`config.mk`:
```
export PLATFORM = sky130hd
export DESIGN_NAME = fastcgi_response_record_parser_top_flat
export DESIGN_NICKNAME = d
export VERILOG_FILES = /design/src/hw/rtl/fcrp_pkg.sv /design/src/hw/rtl/fcrp_if.sv /design/src/hw/rtl/fastcgi_response_record_parser_top.sv /design/src/flat_wrapper.sv
export SDC_FILE = /design/constraint.sdc
export NUM_CORES = 1
export LEC_CHECK = 0
export CAP_MARGIN = 10
export CORE_ASPECT_RATIO = 0.5
export CORE_MARGIN = 8
export CORE_UTILIZATION = 40
export DETAILED_ROUTE_END_ITERATION = 12
export DONT_BUFFER_PORTS = 1
export HOLD_SLACK_MARGIN = 0.05
export PLACE_DENSITY_LB_ADDON = 0.1
export SETUP_SLACK_MARGIN = 0.1
export SKIP_CTS_REPAIR_TIMING = 1
export SLEW_MARGIN = 20
export SYNTH_ARGS = -nofsm -noshare
export SYNTH_HDL_FRONTEND = slang
export SYNTH_SLANG_ARGS = --single-unit
```
`constraint.sdc`:
```
create_clock -name i_clk -period 7.8 [get_ports i_clk]
set_clock_uncertainty 0.05 [all_clocks]
set_input_delay 0.39 -clock i_clk [delete_from_list [all_inputs] [get_ports i_clk]]
set_output_delay 0.39 -clock i_clk [all_outputs]
set_load 0.01 [all_outputs]
```
`src/hw/rtl/fcrp_pkg.sv`:
```
// ============================================================================
// fcrp_pkg
// Shared constants for the FastCGI response record parser.
// ============================================================================
`default_nettype none

package fcrp_pkg;

    // Record header fields
    localparam logic [7:0]  REC_VERSION      = 8'd1;
    localparam logic [7:0]  REC_END_REQ      = 8'd3;
    localparam logic [7:0]  REC_STDOUT       = 8'd6;
    localparam logic [7:0]  REC_STDERR       = 8'd7;
    localparam logic [15:0] END_BODY_LEN     = 16'd8;

    // Header byte positions
    localparam logic [2:0] HDR_VERSION  = 3'd0;
    localparam logic [2:0] HDR_TYPE     = 3'd1;
    localparam logic [2:0] HDR_RID_HI   = 3'd2;
    localparam logic [2:0] HDR_RID_LO   = 3'd3;
    localparam logic [2:0] HDR_CLEN_HI  = 3'd4;
    localparam logic [2:0] HDR_CLEN_LO  = 3'd5;
    localparam logic [2:0] HDR_PAD      = 3'd6;
    localparam logic [2:0] HDR_RESERVED = 3'd7;

    // Status bytes sit while content_left (before decrement) is 8..5
    localparam logic [15:0] STATUS_LAST_LEFT = 16'd5;

    // Result kinds
    localparam logic [1:0] KIND_STDOUT = 2'd0;
    localparam logic [1:0] KIND_STDERR = 2'd1;
    localparam logic [1:0] KIND_DONE   = 2'd2;
    localparam logic [1:0] KIND_ERROR  = 2'd3;

    // Error codes
    localparam logic [1:0] ERR_VERSION = 2'd0;
    localparam logic [1:0] ERR_REQ_ID  = 2'd1;
    localparam logic [1:0] ERR_END_LEN = 2'd2;
    localparam logic [1:0] ERR_TYPE    = 2'd3;

endpackage

`default_nettype wire

```
`src/hw/rtl/fcrp_if.sv`:
```
// ============================================================================
// fcrp_rx_if / fcrp_res_if
// Valid/ready channels of the parser: worker bytes in, results out.
// ============================================================================
`default_nettype none

interface fcrp_rx_if;
    logic       valid;
    logic       ready;
    logic [7:0] rx_byte;

    modport source (output valid, output rx_byte, input ready);
    modport sink   (input valid, input rx_byte, output ready);
endinterface

interface fcrp_res_if;
    logic        valid;
    logic        ready;
    logic [1:0]  kind;
    logic [7:0]  data_byte;
    logic [31:0] app_status;
    logic [1:0]  error_code;

    modport source (output valid, output kind, output data_byte, output app_status,
                    output error_code, input ready);
    modport sink   (input valid, input kind, input data_byte, input app_status,
                    input error_code, output ready);
endinterface

`default_nettype wire

```
`src/hw/rtl/fastcgi_response_record_parser_top.sv`:
```
// ============================================================================
// fastcgi_response_record_parser_top
// Deframes the FastCGI byte stream returned by a worker into tagged results.
// ============================================================================
//
//  Channel  Dir  Handshake      Transaction
//  -------  ---  -------------  -----------------------------------------------
//  i_rx     in   valid/ready    one received stream byte (rx_byte)
//  o_res    out  valid/ready    kind, data_byte, app_status, error_code
//  i_cfg_*  in   write enable   expected request id, 16 bits
//
//  One byte per cycle: each accepted byte updates the header/count state and
//  loads at most one result into the output register in the same cycle.
//  i_rx.ready is high while the output register is empty or being drained,
//  so a waiting result does not stop the stream unless o_res stalls too.
//  Reset (i_rst_n low at a clock edge) clears header phase, counters, the
//  finished and error flags, the request id register and the output valid.
//  After a finished or error result every byte is swallowed until reset.
//
`default_nettype none

module fastcgi_response_record_parser_top
    import fcrp_pkg::*;
(
    input  wire         i_clk,
    input  wire         i_rst_n,
    input  wire         i_cfg_we,
    input  wire  [15:0] i_cfg_wdata,
    fcrp_rx_if.sink     i_rx,
    fcrp_res_if.source  o_res
);

    // Configuration
    logic [15:0] r_exp_rid;

    // Header gather / body state
    logic [2:0]  r_hdr_cnt, n_hdr_cnt;
    logic        r_in_body, n_in_body;
    logic [7:0]  r_version, n_version;
    logic [7:0]  r_type, n_type;        // doubles as record type in the body
    logic [15:0] r_rid, n_rid;
    logic [15:0] r_content_left, n_content_left;
    logic [7:0]  r_padding_left, n_padding_left;
    logic [31:0] r_status, n_status;
    logic        r_finished, n_finished;
    logic        r_error, n_error;

    // Output register
    logic        r_out_valid;
    logic [1:0]  r_kind, n_kind;
    logic [7:0]  r_data, n_data;
    logic [31:0] r_exit, n_exit;
    logic [1:0]  r_code, n_code;
    logic        n_emit;

    logic        in_fire;
    logic [15:0] content_dec;

    assign i_rx.ready = !r_out_valid || o_res.ready;
    assign in_fire    = i_rx.valid && i_rx.ready;
    assign content_dec = r_content_left - 16'd1;

    // Per-byte update
    always_comb begin
        n_hdr_cnt      = r_hdr_cnt;
        n_in_body      = r_in_body;
        n_version      = r_version;
        n_type         = r_type;
        n_rid          = r_rid;
        n_content_left = r_content_left;
        n_padding_left = r_padding_left;
        n_status       = r_status;
        n_finished     = r_finished;
        n_error        = r_error;
        n_emit         = 1'b0;
        n_kind         = KIND_STDOUT;
        n_data         = 8'd0;
        n_exit         = 32'd0;
        n_code         = ERR_VERSION;

        if (!(r_finished || r_error)) begin
            if (!r_in_body) begin
                // Header phase: gather bytes, check on the last one
                n_hdr_cnt = r_hdr_cnt + 3'd1;
                case (r_hdr_cnt)
                    HDR_VERSION: n_version = i_rx.rx_byte;
                    HDR_TYPE:    n_type    = i_rx.rx_byte;
                    HDR_RID_HI:  n_rid[15:8] = i_rx.rx_byte;
                    HDR_RID_LO:  n_rid[7:0]  = i_rx.rx_byte;
                    HDR_CLEN_HI: n_content_left[15:8] = i_rx.rx_byte;
                    HDR_CLEN_LO: n_content_left[7:0]  = i_rx.rx_byte;
                    HDR_PAD:     n_padding_left = i_rx.rx_byte;
                    HDR_RESERVED: begin
                        n_status = 32'd0;
                        if (r_version != REC_VERSION) begin
                            n_error = 1'b1;
                            n_emit  = 1'b1;
                            n_kind  = KIND_ERROR;
                            n_code  = ERR_VERSION;
                        end else if (r_rid != r_exp_rid) begin
                            n_error = 1'b1;
                            n_emit  = 1'b1;
                            n_kind  = KIND_ERROR;
                            n_code  = ERR_REQ_ID;
                        end else if (r_type != REC_STDOUT && r_type != REC_STDERR &&
                                     r_type != REC_END_REQ) begin
                            n_error = 1'b1;
                            n_emit  = 1'b1;
                            n_kind  = KIND_ERROR;
                            n_code  = ERR_TYPE;
                        end else if (r_type == REC_END_REQ &&
                                     r_content_left != END_BODY_LEN) begin
                            n_error = 1'b1;
                            n_emit  = 1'b1;
                            n_kind  = KIND_ERROR;
                            n_code  = ERR_END_LEN;
                        end else begin
                            // Empty record completes here
                            n_in_body = (r_content_left != 16'd0) || (r_padding_left != 8'd0);
                        end
                    end
                    default: ;
                endcase
            end else begin
                if (r_content_left != 16'd0) begin
                    n_content_left = content_dec;
                    if (r_type == REC_STDOUT) begin
                        n_emit = 1'b1;
                        n_kind = KIND_STDOUT;
                        n_data = i_rx.rx_byte;
                    end else if (r_type == REC_STDERR) begin
                        n_emit = 1'b1;
                        n_kind = KIND_STDERR;
                        n_data = i_rx.rx_byte;
                    end else begin
                        // End request body: first four bytes are the status
                        if (r_content_left >= STATUS_LAST_LEFT) begin
                            n_status = {r_status[23:0], i_rx.rx_byte};
                        end
                        if (content_dec == 16'd0) begin
                            n_finished = 1'b1;
                            n_emit     = 1'b1;
                            n_kind     = KIND_DONE;
                            n_exit     = r_status;
                        end
                    end
                end else if (r_padding_left != 8'd0) begin
                    n_padding_left = r_padding_left - 8'd1;
                end
                if (n_content_left == 16'd0 && n_padding_left == 8'd0) begin
                    n_in_body = 1'b0;
                end
            end
        end
    end

    always_ff @(posedge i_clk) begin
        if (!i_rst_n) begin
            r_exp_rid      <= 16'd0;
            r_hdr_cnt      <= 3'd0;
            r_in_body      <= 1'b0;
            r_version      <= 8'd0;
            r_type         <= 8'd0;
            r_rid          <= 16'd0;
            r_content_left <= 16'd0;
            r_padding_left <= 8'd0;
            r_status       <= 32'd0;
            r_finished     <= 1'b0;
            r_error        <= 1'b0;
            r_out_valid    <= 1'b0;
        end else begin
            if (i_cfg_we) begin
                r_exp_rid <= i_cfg_wdata;
            end
            if (in_fire) begin
                r_hdr_cnt      <= n_hdr_cnt;
                r_in_body      <= n_in_body;
                r_version      <= n_version;
                r_type         <= n_type;
                r_rid          <= n_rid;
                r_content_left <= n_content_left;
                r_padding_left <= n_padding_left;
                r_status       <= n_status;
                r_finished     <= n_finished;
                r_error        <= n_error;
                r_out_valid    <= n_emit;
            end else if (o_res.ready) begin
                r_out_valid <= 1'b0;
            end
        end
    end

    // Result payload, no reset needed
    always_ff @(posedge i_clk) begin
        if (in_fire && n_emit) begin
            r_kind <= n_kind;
            r_data <= n_data;
            r_exit <= n_exit;
            r_code <= n_code;
        end
    end

    assign o_res.valid       = r_out_valid;
    assign o_res.kind        = r_kind;
    assign o_res.data_byte   = r_data;
    assign o_res.app_status  = r_exit;
    assign o_res.error_code  = r_code;

`ifndef NO_ASSERTIONS
    // Once finished or failed, accepted bytes must not produce results
    a_silent_after_end: assert property (@(posedge i_clk) disable iff (!i_rst_n)
        (r_finished || r_error) && in_fire |=> !r_out_valid)
        else $error("result produced after finish/error");

    // Body phase only while something is left to consume
    a_body_has_work: assert property (@(posedge i_clk) disable iff (!i_rst_n)
        r_in_body |-> (r_content_left != 16'd0 || r_padding_left != 8'd0))
        else $error("body phase with nothing left");

    // A finished result always matches the sticky finished flag
    a_done_flag: assert property (@(posedge i_clk) disable iff (!i_rst_n)
        r_out_valid && r_kind == KIND_DONE |-> r_finished)
        else $error("finished result without finished flag");

    // An error result always matches the sticky error flag
    a_error_flag: assert property (@(posedge i_clk) disable iff (!i_rst_n)
        r_out_valid && r_kind == KIND_ERROR |-> r_error && !r_in_body)
        else $error("error result without error flag");
`endif

endmodule

`default_nettype wire

```
`src/flat_wrapper.sv`:
```
// flat-port wrapper written by rule: the top's interface ports become plain ports
module fastcgi_response_record_parser_top_flat import fcrp_pkg::*;
  (i_clk, i_rst_n, i_cfg_we, i_cfg_wdata, i_rx_valid, i_rx_rx_byte, i_rx_ready, o_res_valid, o_res_kind, o_res_data_byte, o_res_app_status, o_res_error_code, o_res_ready);
  fcrp_rx_if i_rx_i ();
  fcrp_res_if o_res_i ();
  input  wire i_clk;
  input  wire i_rst_n;
  input  wire i_cfg_we;
  input  wire  [15:0] i_cfg_wdata;
  input wire logic [$bits(i_rx_i.valid)-1:0] i_rx_valid;
  input wire logic [$bits(i_rx_i.rx_byte)-1:0] i_rx_rx_byte;
  output wire logic [$bits(i_rx_i.ready)-1:0] i_rx_ready;
  output wire logic [$bits(o_res_i.valid)-1:0] o_res_valid;
  output wire logic [$bits(o_res_i.kind)-1:0] o_res_kind;
  output wire logic [$bits(o_res_i.data_byte)-1:0] o_res_data_byte;
  output wire logic [$bits(o_res_i.app_status)-1:0] o_res_app_status;
  output wire logic [$bits(o_res_i.error_code)-1:0] o_res_error_code;
  input wire logic [$bits(o_res_i.ready)-1:0] o_res_ready;
  assign i_rx_i.valid = i_rx_valid;
  assign i_rx_i.rx_byte = i_rx_rx_byte;
  assign i_rx_ready = i_rx_i.ready;
  assign o_res_valid = o_res_i.valid;
  assign o_res_kind = o_res_i.kind;
  assign o_res_data_byte = o_res_i.data_byte;
  assign o_res_app_status = o_res_i.app_status;
  assign o_res_error_code = o_res_i.error_code;
  assign o_res_i.ready = o_res_ready;
  fastcgi_response_record_parser_top u_core (.i_clk(i_clk), .i_rst_n(i_rst_n), .i_cfg_we(i_cfg_we), .i_cfg_wdata(i_cfg_wdata), .i_rx(i_rx_i), .o_res(o_res_i));
endmodule
```
==> results of run 1 <==
[critical path, delay by kind of cell, from the launching register on]
kind,cells,cell delay [ns]
AND/OR/NAND/NOR,3,1.00
buffers and inverters,2,0.67
adder cells (fa/ha/maj),1,0.32
XOR/XNOR,1,0.17
flip-flops,1,0.39
AO/OA/AOI/OAI,2,0.43
[sequential cells by signal, indices dropped and copies added (netlist names), 2 cells and up]
name	flops
u_core.o_res.app_status	32
u_core.r_status	32
u_core.r_content_left	16
u_core.r_exp_rid	16
u_core.r_rid	16
u_core.o_res.data_byte	8
u_core.r_padding_left	8
u_core.r_type	8
u_core.r_version	8
u_core.r_hdr_cnt	3
u_core.o_res.error_code	2
u_core.o_res.kind	2
[worst max path at each step]
stage / startpoint / endpoint / slack [ns] / cells after the start
finish: u_core.r_content_left[0]$_SDFFE_PN0P_ / u_core.o_res.app_status[31]$_SDFFCE_PP0P_ / 4.36 / 9
global route: u_core.r_content_left[0]$_SDFFE_PN0P_ / u_core.r_finished$_SDFFE_PN0P_ / 4.13 / 9
CTS: u_core.r_content_left[0]$_SDFFE_PN0P_ / u_core.o_res.app_status[31]$_SDFFCE_PP0P_ / 4.38 / 8
detailed placement: u_core.r_content_left[0]$_SDFFE_PN0P_ / u_core.o_res.app_status[18]$_SDFFCE_PP0P_ / 4.42 / 8
global placement: u_core.r_content_left[0]$_SDFFE_PN0P_ / u_core.o_res.app_status[27]$_SDFFCE_PP0P_ / 4.57 / 8
floorplan: u_core.r_content_left[0]$_SDFFE_PN0P_ / u_core.o_res.app_status[0]$_SDFFCE_PP0P_ / 2.02 / 8
[cells in the final DEF, fill, tap and decap left out, types with 5 or more instances in the layout]
| master | instances |
|---|---|
| and3_1 | 5 |
| o21ai_0 | 26 |
| nand4_1 | 7 |
| clkinv_4 | 5 |
| buf_4 | 6 |
| a22oi_1 | 8 |
| nor3_1 | 14 |
| inv_1 | 17 |
| xnor2_1 | 19 |
| nor4_1 | 7 |
| a21oi_1 | 59 |
| nand3_1 | 53 |
| ha_1 | 12 |
| dfxtp_1 | 110 |
| mux2i_1 | 40 |
| nand2_1 | 71 |
| clkbuf_16 | 17 |
| edfxtp_1 | 44 |
| o31ai_1 | 5 |
| nor2_1 | 85 |
| a31oi_1 | 8 |
| and2_1 | 43 |
[power groups by stage]
stage	clock network (uW)	registers, uW	logic [uW]
global placement	0	869	117
global route	898	853	133
floorplan	0	866	99.9
finish	840	851	119
detailed placement	0	869	118
CTS	862	851	118
[logic make-up after synthesis]
group	Yosys count
fa+ha+maj	12
mux	44
flops	155
compound gates	133
simple gates	312
xor+xnor	21
buf+inv	69
[cells in the mapped netlist, types with 2 or more instances]
cell type / n
a21oi_1: 59
nor3_1: 14
clkbuf_1: 42
edfxtp_1: 44
nand4_1: 7
inv_1: 17
nor4_4: 2
o211ai_1: 4
o32ai_1: 2
a2bb2oi_1: 2
o21ai_1: 3
mux2_2: 3
o21a_1: 2
nor4_1: 8
nor2_1: 85
o31ai_1: 5
xnor2_1: 19
a2111oi_0: 2
and4b_1: 2
a31oi_1: 8
mux2i_1: 40
dfxtp_1: 111
nand2_1: 71
o21ai_0: 26
nand3_2: 3
buf_1: 3
a221oi_1: 2
nand3_1: 53
nor2b_1: 3
xor2_1: 2
a22oi_1: 8
nand2b_1: 3
and2_1: 43
ha_1: 12
a211oi_1: 4
or2_2: 4
buf_2: 5
and3_1: 5
[final cells by class]
| type | count | area [sq um] | share of cell area [%] |
|---|---|---|---|
| clock buffers | 18 | 439.2 | 5.693 |
| inverters | 18 | 67.56 | 0.8758 |
| repair buffers | 8 | 65.06 | 0.8433 |
| flip-flops and latches | 155 | 3545 | 45.95 |
| multi-input cells | 522 | 3141 | 40.71 |
| clock inverters | 14 | 165.2 | 2.141 |
| well taps | 234 | 292.8 | 3.795 |
[metal layers]
metal	global-route usage (%)	up-vias	wire length [um]
met5	0	-	0
met4	5.029	0	181
met3	4.330	16	932
met2	25.01	125	7641
met1	21.22	2442	8488
li1	-	2560	-
[per-stage QoR]
stage	instances	setup WS, ns	hold slack [ns]	total power [uW]	util [%]
finish	969	4.365	0.05407	1811	45.00
global route	969	4.133	0.05247	1883	45.00
CTS	967	4.382	0.01489	1832	44.88
detailed placement	935	4.425	0.3907	986.8	41.35
global placement	935	4.574	0.3897	986.3	41.32
floorplan	746	2.021	0.3773	965.4	-
==> metrics.txt, run 1 <==
CP endpoint kind register; Placed Instance Area 7089 sq um; post-synthesis mux area share 6.433%; Peak Freq 291.1 MHz; Simple-Gate Fraction of Synth Area 22.32%; sequential area share after synthesis 51.17%; Row Count 34; Worst VDD drop 0.1451 mV; CTS root buf clkbuf_16; Max Root-Sink Buffers 2; P_leak 0.002721 uW; clock sinks 155; Rel. slew slack 22.84%; Sw Share 24.22%; number of distinct library cells after synthesis 56; arrival time at the worst endpoint 3.44 ns; post-synth top area share 32.09%; Final min period 3.435 ns; GP Congestion 0.8501; largest net degree at the start of global routing 65; Cells after Synth 746; PortBufs 0; status completed; router iterations before antenna repair 5; Post-synth EDFFs 44; # fillers 1675; Layout Nets 763; worst reg2reg endpoint u_core.o_res.app_status[31]$_SDFFCE_PP0P_; Clock Power Share 46.4%; antenna violations before repair 0; Residual DRC 0; Cell Pwr Density 234.7 nW/um^2; synthesis-to-finish area growth 11.42%; ANT cells 0; Worst path slowest cell or4b_1; GRT overflow 0; Final Hold Fails 0; WL/cell 17.80 um; max incr delay on CP 0.54 ns; critical path type reg -> reg; first-pass GRT wire length 27710 um; layout cells sized above 1 8.027%; end of the worst hold path u_core.r_padding_left[4]$_SDFFE_PN0P_; initial DRC count 269; Synth Area in Compound Gates 11.31%; worst skew pair latency 0.42 ns; Synth Warn # 0; Internal 1372 uW; Die Span X 202.1 um; Comb pwr share 6.6%; CTS tree done; hold wc startpoint i_rst_n; fin area 7715 sq um; Async SR Flop Fraction 0%; hold path cells 2; GRT Util Overall 15.90%; max_cap viols 0; initial core utilization 40.39%; crit share post-route 44.04%; XOR/XNOR Fraction of Synth Area 2.656%; largest family of logic cells by synthesized area simple AND/OR/NAND/NOR gates; worst path required time 7.81 ns; reg2reg setup slack 4.36 ns; Net Count, Synth 787; clock buffer count from CTS 17; final WL 17240 um; total core area 17140 sq um; top post-synthesis cells by area dfxtp_1 32%, edfxtp_1 19%, mux2i_1 5.8%; max-slew violation count 0; adder and majority gate portion of the synthesized area 2.168%; Die H 109.0 um; hpwl dp 11410 um; Post-Syn Area 6924 sq um; unrepaired setup endpoints after global routing no; Worst R2R Path Depth 9; flops & latches, synth 155; Setup TNS Final 0 ns; CP Launch Type register; vias in the first global route 4881; worst slew pin tran 1.153 ns; Via Count 5143; die area 22030 sq um; Sequential Power Share 47.0%; depth of the CTS H-tree 4; area leader, netlist dfxtp_1; I/O pin cnt 75; Max FO, Critical Path 45; Via density 5.308; worst hold path class in -> reg; final setup violation count 0; DRT antenna net count 0; main flop type after synthesis dfxtp_1; clk slew on worst S/H paths 0.06 ns; P_sw 438.5 uW; critical-path cell list inv_1 > ha_1 > or4b_1 > xor2_1 > nand4_1 > nor3_1 > a31oi_1 > o32ai_4 > buf_4; r2r startpoint u_core.r_content_left[0]$_SDFFE_PN0P_; syn avg cell area 9.282 sq um
(Power assumes the default switching activity.)
==> run 2, diff against run 1 <==
==> constraint.sdc (replaced) <==
create_clock -name i_clk -period 2.8 [get_ports i_clk]
set_clock_uncertainty 0.05 [all_clocks]
set_input_delay 0.14 -clock i_clk [delete_from_list [all_inputs] [get_ports i_clk]]
set_output_delay 0.14 -clock i_clk [all_outputs]
set_load 0.01 [all_outputs]
==> run 2 against run 1 <==
Sequential power rose to 2.8 times the previous value. Design area up 9.6%. Non-clock buffer count up 69. Hold slack worse by 0.039 ns. Maximum frequency up 25%. Critical path depth up 1. Final cell count up 7.1%. Clock power rose to 2.7 times the previous value. Largest power group unchanged.
==> metrics.txt, run 2 (same netlist as run 1, synthesis figures left out) <==
Final Non-Filler Cells 1038 (was 969); clock sinks 155 (unchanged); worst skew pair latency 0.43 ns (was 0.42 ns); Die H 109.0 um (unchanged); critical-path cell list inv_4 > ha_4 > or4b_4 > xor2_1 > nand4_1 > nor3_4 > a31oi_2 > o32ai_4 > buf_12 > clkbuf_16 (was inv_1 > ha_1 > or4b_1 > xor2_1 > nand4_1 > nor3_1 > a31oi_1 > o32ai_4 > buf_4); status completed (unchanged); clock buffer count from CTS 17 (unchanged); GRT Util Overall 16.16% (was 15.90%); most common cell after layout, fill and taps aside dfxtp_1 (unchanged); Rel. slew slack 56.70% (was 22.84%); Comb pwr share 8.6% (was 6.6%); total core area 17140 sq um (unchanged); Setup TNS Final 0 ns (unchanged); Row Count 34 (unchanged); P_sw 1293 uW (was 438.5 uW); Peak Freq 364.9 MHz (was 291.1 MHz); Met2 Routed Length 8171 um (was 7641 um); ANT cells 0 (unchanged); initial core utilization 40.39% (unchanged); first-pass GRT wire length 28080 um (was 27710 um); commonest cells after routing, fill and taps aside 109 x dfxtp_1, 85 x nor2_1, 71 x nand2_1, 59 x a21oi_1, 53 x nand3_1 (was 110 x dfxtp_1, 85 x nor2_1, 71 x nand2_1, 59 x a21oi_1, 53 x nand3_1); WHS 0.01465 ns (was 0.05407 ns); CTS tree done (unchanged); Sequential Power Share 46.7% (was 47.0%); Sw Share 25.46% (was 24.22%); max incr delay on CP 0.47 ns (was 0.54 ns); Buf/Inv on CP 3 (was 2); antenna violations before repair 0 (unchanged); max_cap viols 0 (unchanged); met3 wire len 640 um (was 932 um); Final min period 2.740 ns (was 3.435 ns); max-slew violation count 0 (unchanged); Worst path top cell family by delay simple AND/OR/NAND/NOR gates (unchanged); hpwl dp 11690 um (was 11410 um); worst hold path class in -> reg (unchanged); DRT antenna net count 0 (unchanged); Die Span X 202.1 um (unchanged); Worst path slowest cell or4b_4 (was or4b_1); P_leak 0.003063 uW (was 0.002721 uW); die area 22030 sq um (unchanged); vias in the first global route 5005 (was 4881); Max FO, Critical Path 7 (was 45); crit share post-route 97.86% (was 44.04%); CTS root buf clkbuf_16 (unchanged); GRT overflow 0 (unchanged); CP endpoint kind register (unchanged); synthesis-to-finish area growth 22.15% (was 11.42%); Via density 5.197 (was 5.308); final WL 18390 um (was 17240 um); PortBufs 0 (unchanged); worst slew pin tran 0.6495 ns (was 1.153 ns); initial DRC count 267 (was 269); final setup violation count 0 (unchanged); highest routed layer met4 (unchanged); I/O pin cnt 75 (unchanged); Worst VDD drop 0.4320 mV (was 0.1451 mV); reg2reg setup slack 0.06 ns (was 4.36 ns); GP Congestion 0.8279 (was 0.8501); CP Launch Type register (unchanged); critical path type reg -> reg (unchanged); WL met1 9341 um (was 8488 um); router iterations before antenna repair 4 (was 5); Clock Power Share 44.8% (was 46.4%); WL/cell 17.72 um (was 17.80 um); largest net degree at the start of global routing 63 (was 65); Cell Pwr Density 600.4 nW/um^2 (was 234.7 nW/um^2); arrival time at the worst endpoint 2.83 ns (was 3.44 ns); layout cells sized above 1 11.57% (was 8.027%); clk slew on worst S/H paths 0.07 ns (was 0.06 ns); worst path required time 2.89 ns (was 7.81 ns); Layout Nets 832 (was 763); Residual DRC 0 (unchanged); Inst Count DP 954 (was 935); depth of the CTS H-tree 4 (unchanged); Internal 3785 uW (was 1372 uW); Final Hold Fails 0 (unchanged); unrepaired setup endpoints after global routing yes (was no); Via Count 5395 (was 5143); Max Root-Sink Buffers 2 (unchanged)
==> run 2: changes by cell type in the layout (fill, tap and decap cells not counted), moves of 2 or more <==
cell	before	now
dlygate4sd3_1	2	42
buf_12	0	3
buf_4	6	26
clkinv_4	5	3
inv_1	17	15
inv_6	1	6
buf_6	0	2
clkbuf_16	17	20
==> run 2: final cells by class <==
cell class	instances	area [sq um]
Clock buffer	17	425.4
Clock inverter	15	153.9
Fill cell	1612	8686
Inverter	18	70.07
Multi-Input combinational cell	522	3167
Sequential cell	155	3548
Tap cell	234	292.8
Timing Repair Buffer	77	800.8
==> run 2: power by group through the flow <==
stage,clock [uW],combinational [uW],sequential [uW]
after global placement,0,348,2420
after global routing,2420,485,2370
final,2270,436,2370
after detailed placement,0,352,2420
after CTS,2330,353,2370
after floorplan,0,282,2410
==> run 2: final timing paths <==
check,start,endpoint,depth (start not counted)
worst max-delay path,u_core.r_content_left[0]$_SDFFE_PN0P_,u_core.o_res.app_status[7]$_SDFFCE_PP0P_,10
worst min-delay path,i_rx_rx_byte[3],u_core.r_padding_left[3]$_SDFFE_PN0P_,3
worst max register to register,u_core.r_content_left[0]$_SDFFE_PN0P_,u_core.o_res.app_status[7]$_SDFFCE_PP0P_,10
worst min register to register,u_core.r_status[27]$_SDFFE_PN0P_,u_core.r_status[27]$_SDFFE_PN0P_,2
==> run 2: per-layer routing <==
metal / global-route usage [%] / up-vias
met1: 21.81 / 2574
met5: 0 / -
met4: 5.443 / 0
met3: 4.448 / 16
met2: 24.89 / 102
li1: - / 2703
==> run 2: through the flow <==
stage / setup WS [ns] / util (%) / power (uW) / area, sq um
global route: -0.03483 / 49.34 / 5283 / 8458
floorplan: -0.4695 / - / 2693 / 6970
CTS: 0.04894 / 45.91 / 5057 / 7870
detailed placement: 0.08229 / 42.53 / 2772 / 7291
finish: 0.05979 / 49.34 / 5078 / 8458
global placement: 0.08959 / 42.53 / 2767 / 7291
==> run 2: worst reg2reg max path, cell delays in order (launching register included) <==
cell	delay, ns
dfxtp_4	0.37
inv_4	0.07
ha_4	0.13
or4b_4	0.47
xor2_1	0.15
nand4_1	0.16
nor3_4	0.26
a31oi_2	0.14
o32ai_4	0.30
buf_12	0.19
clkbuf_16	0.16
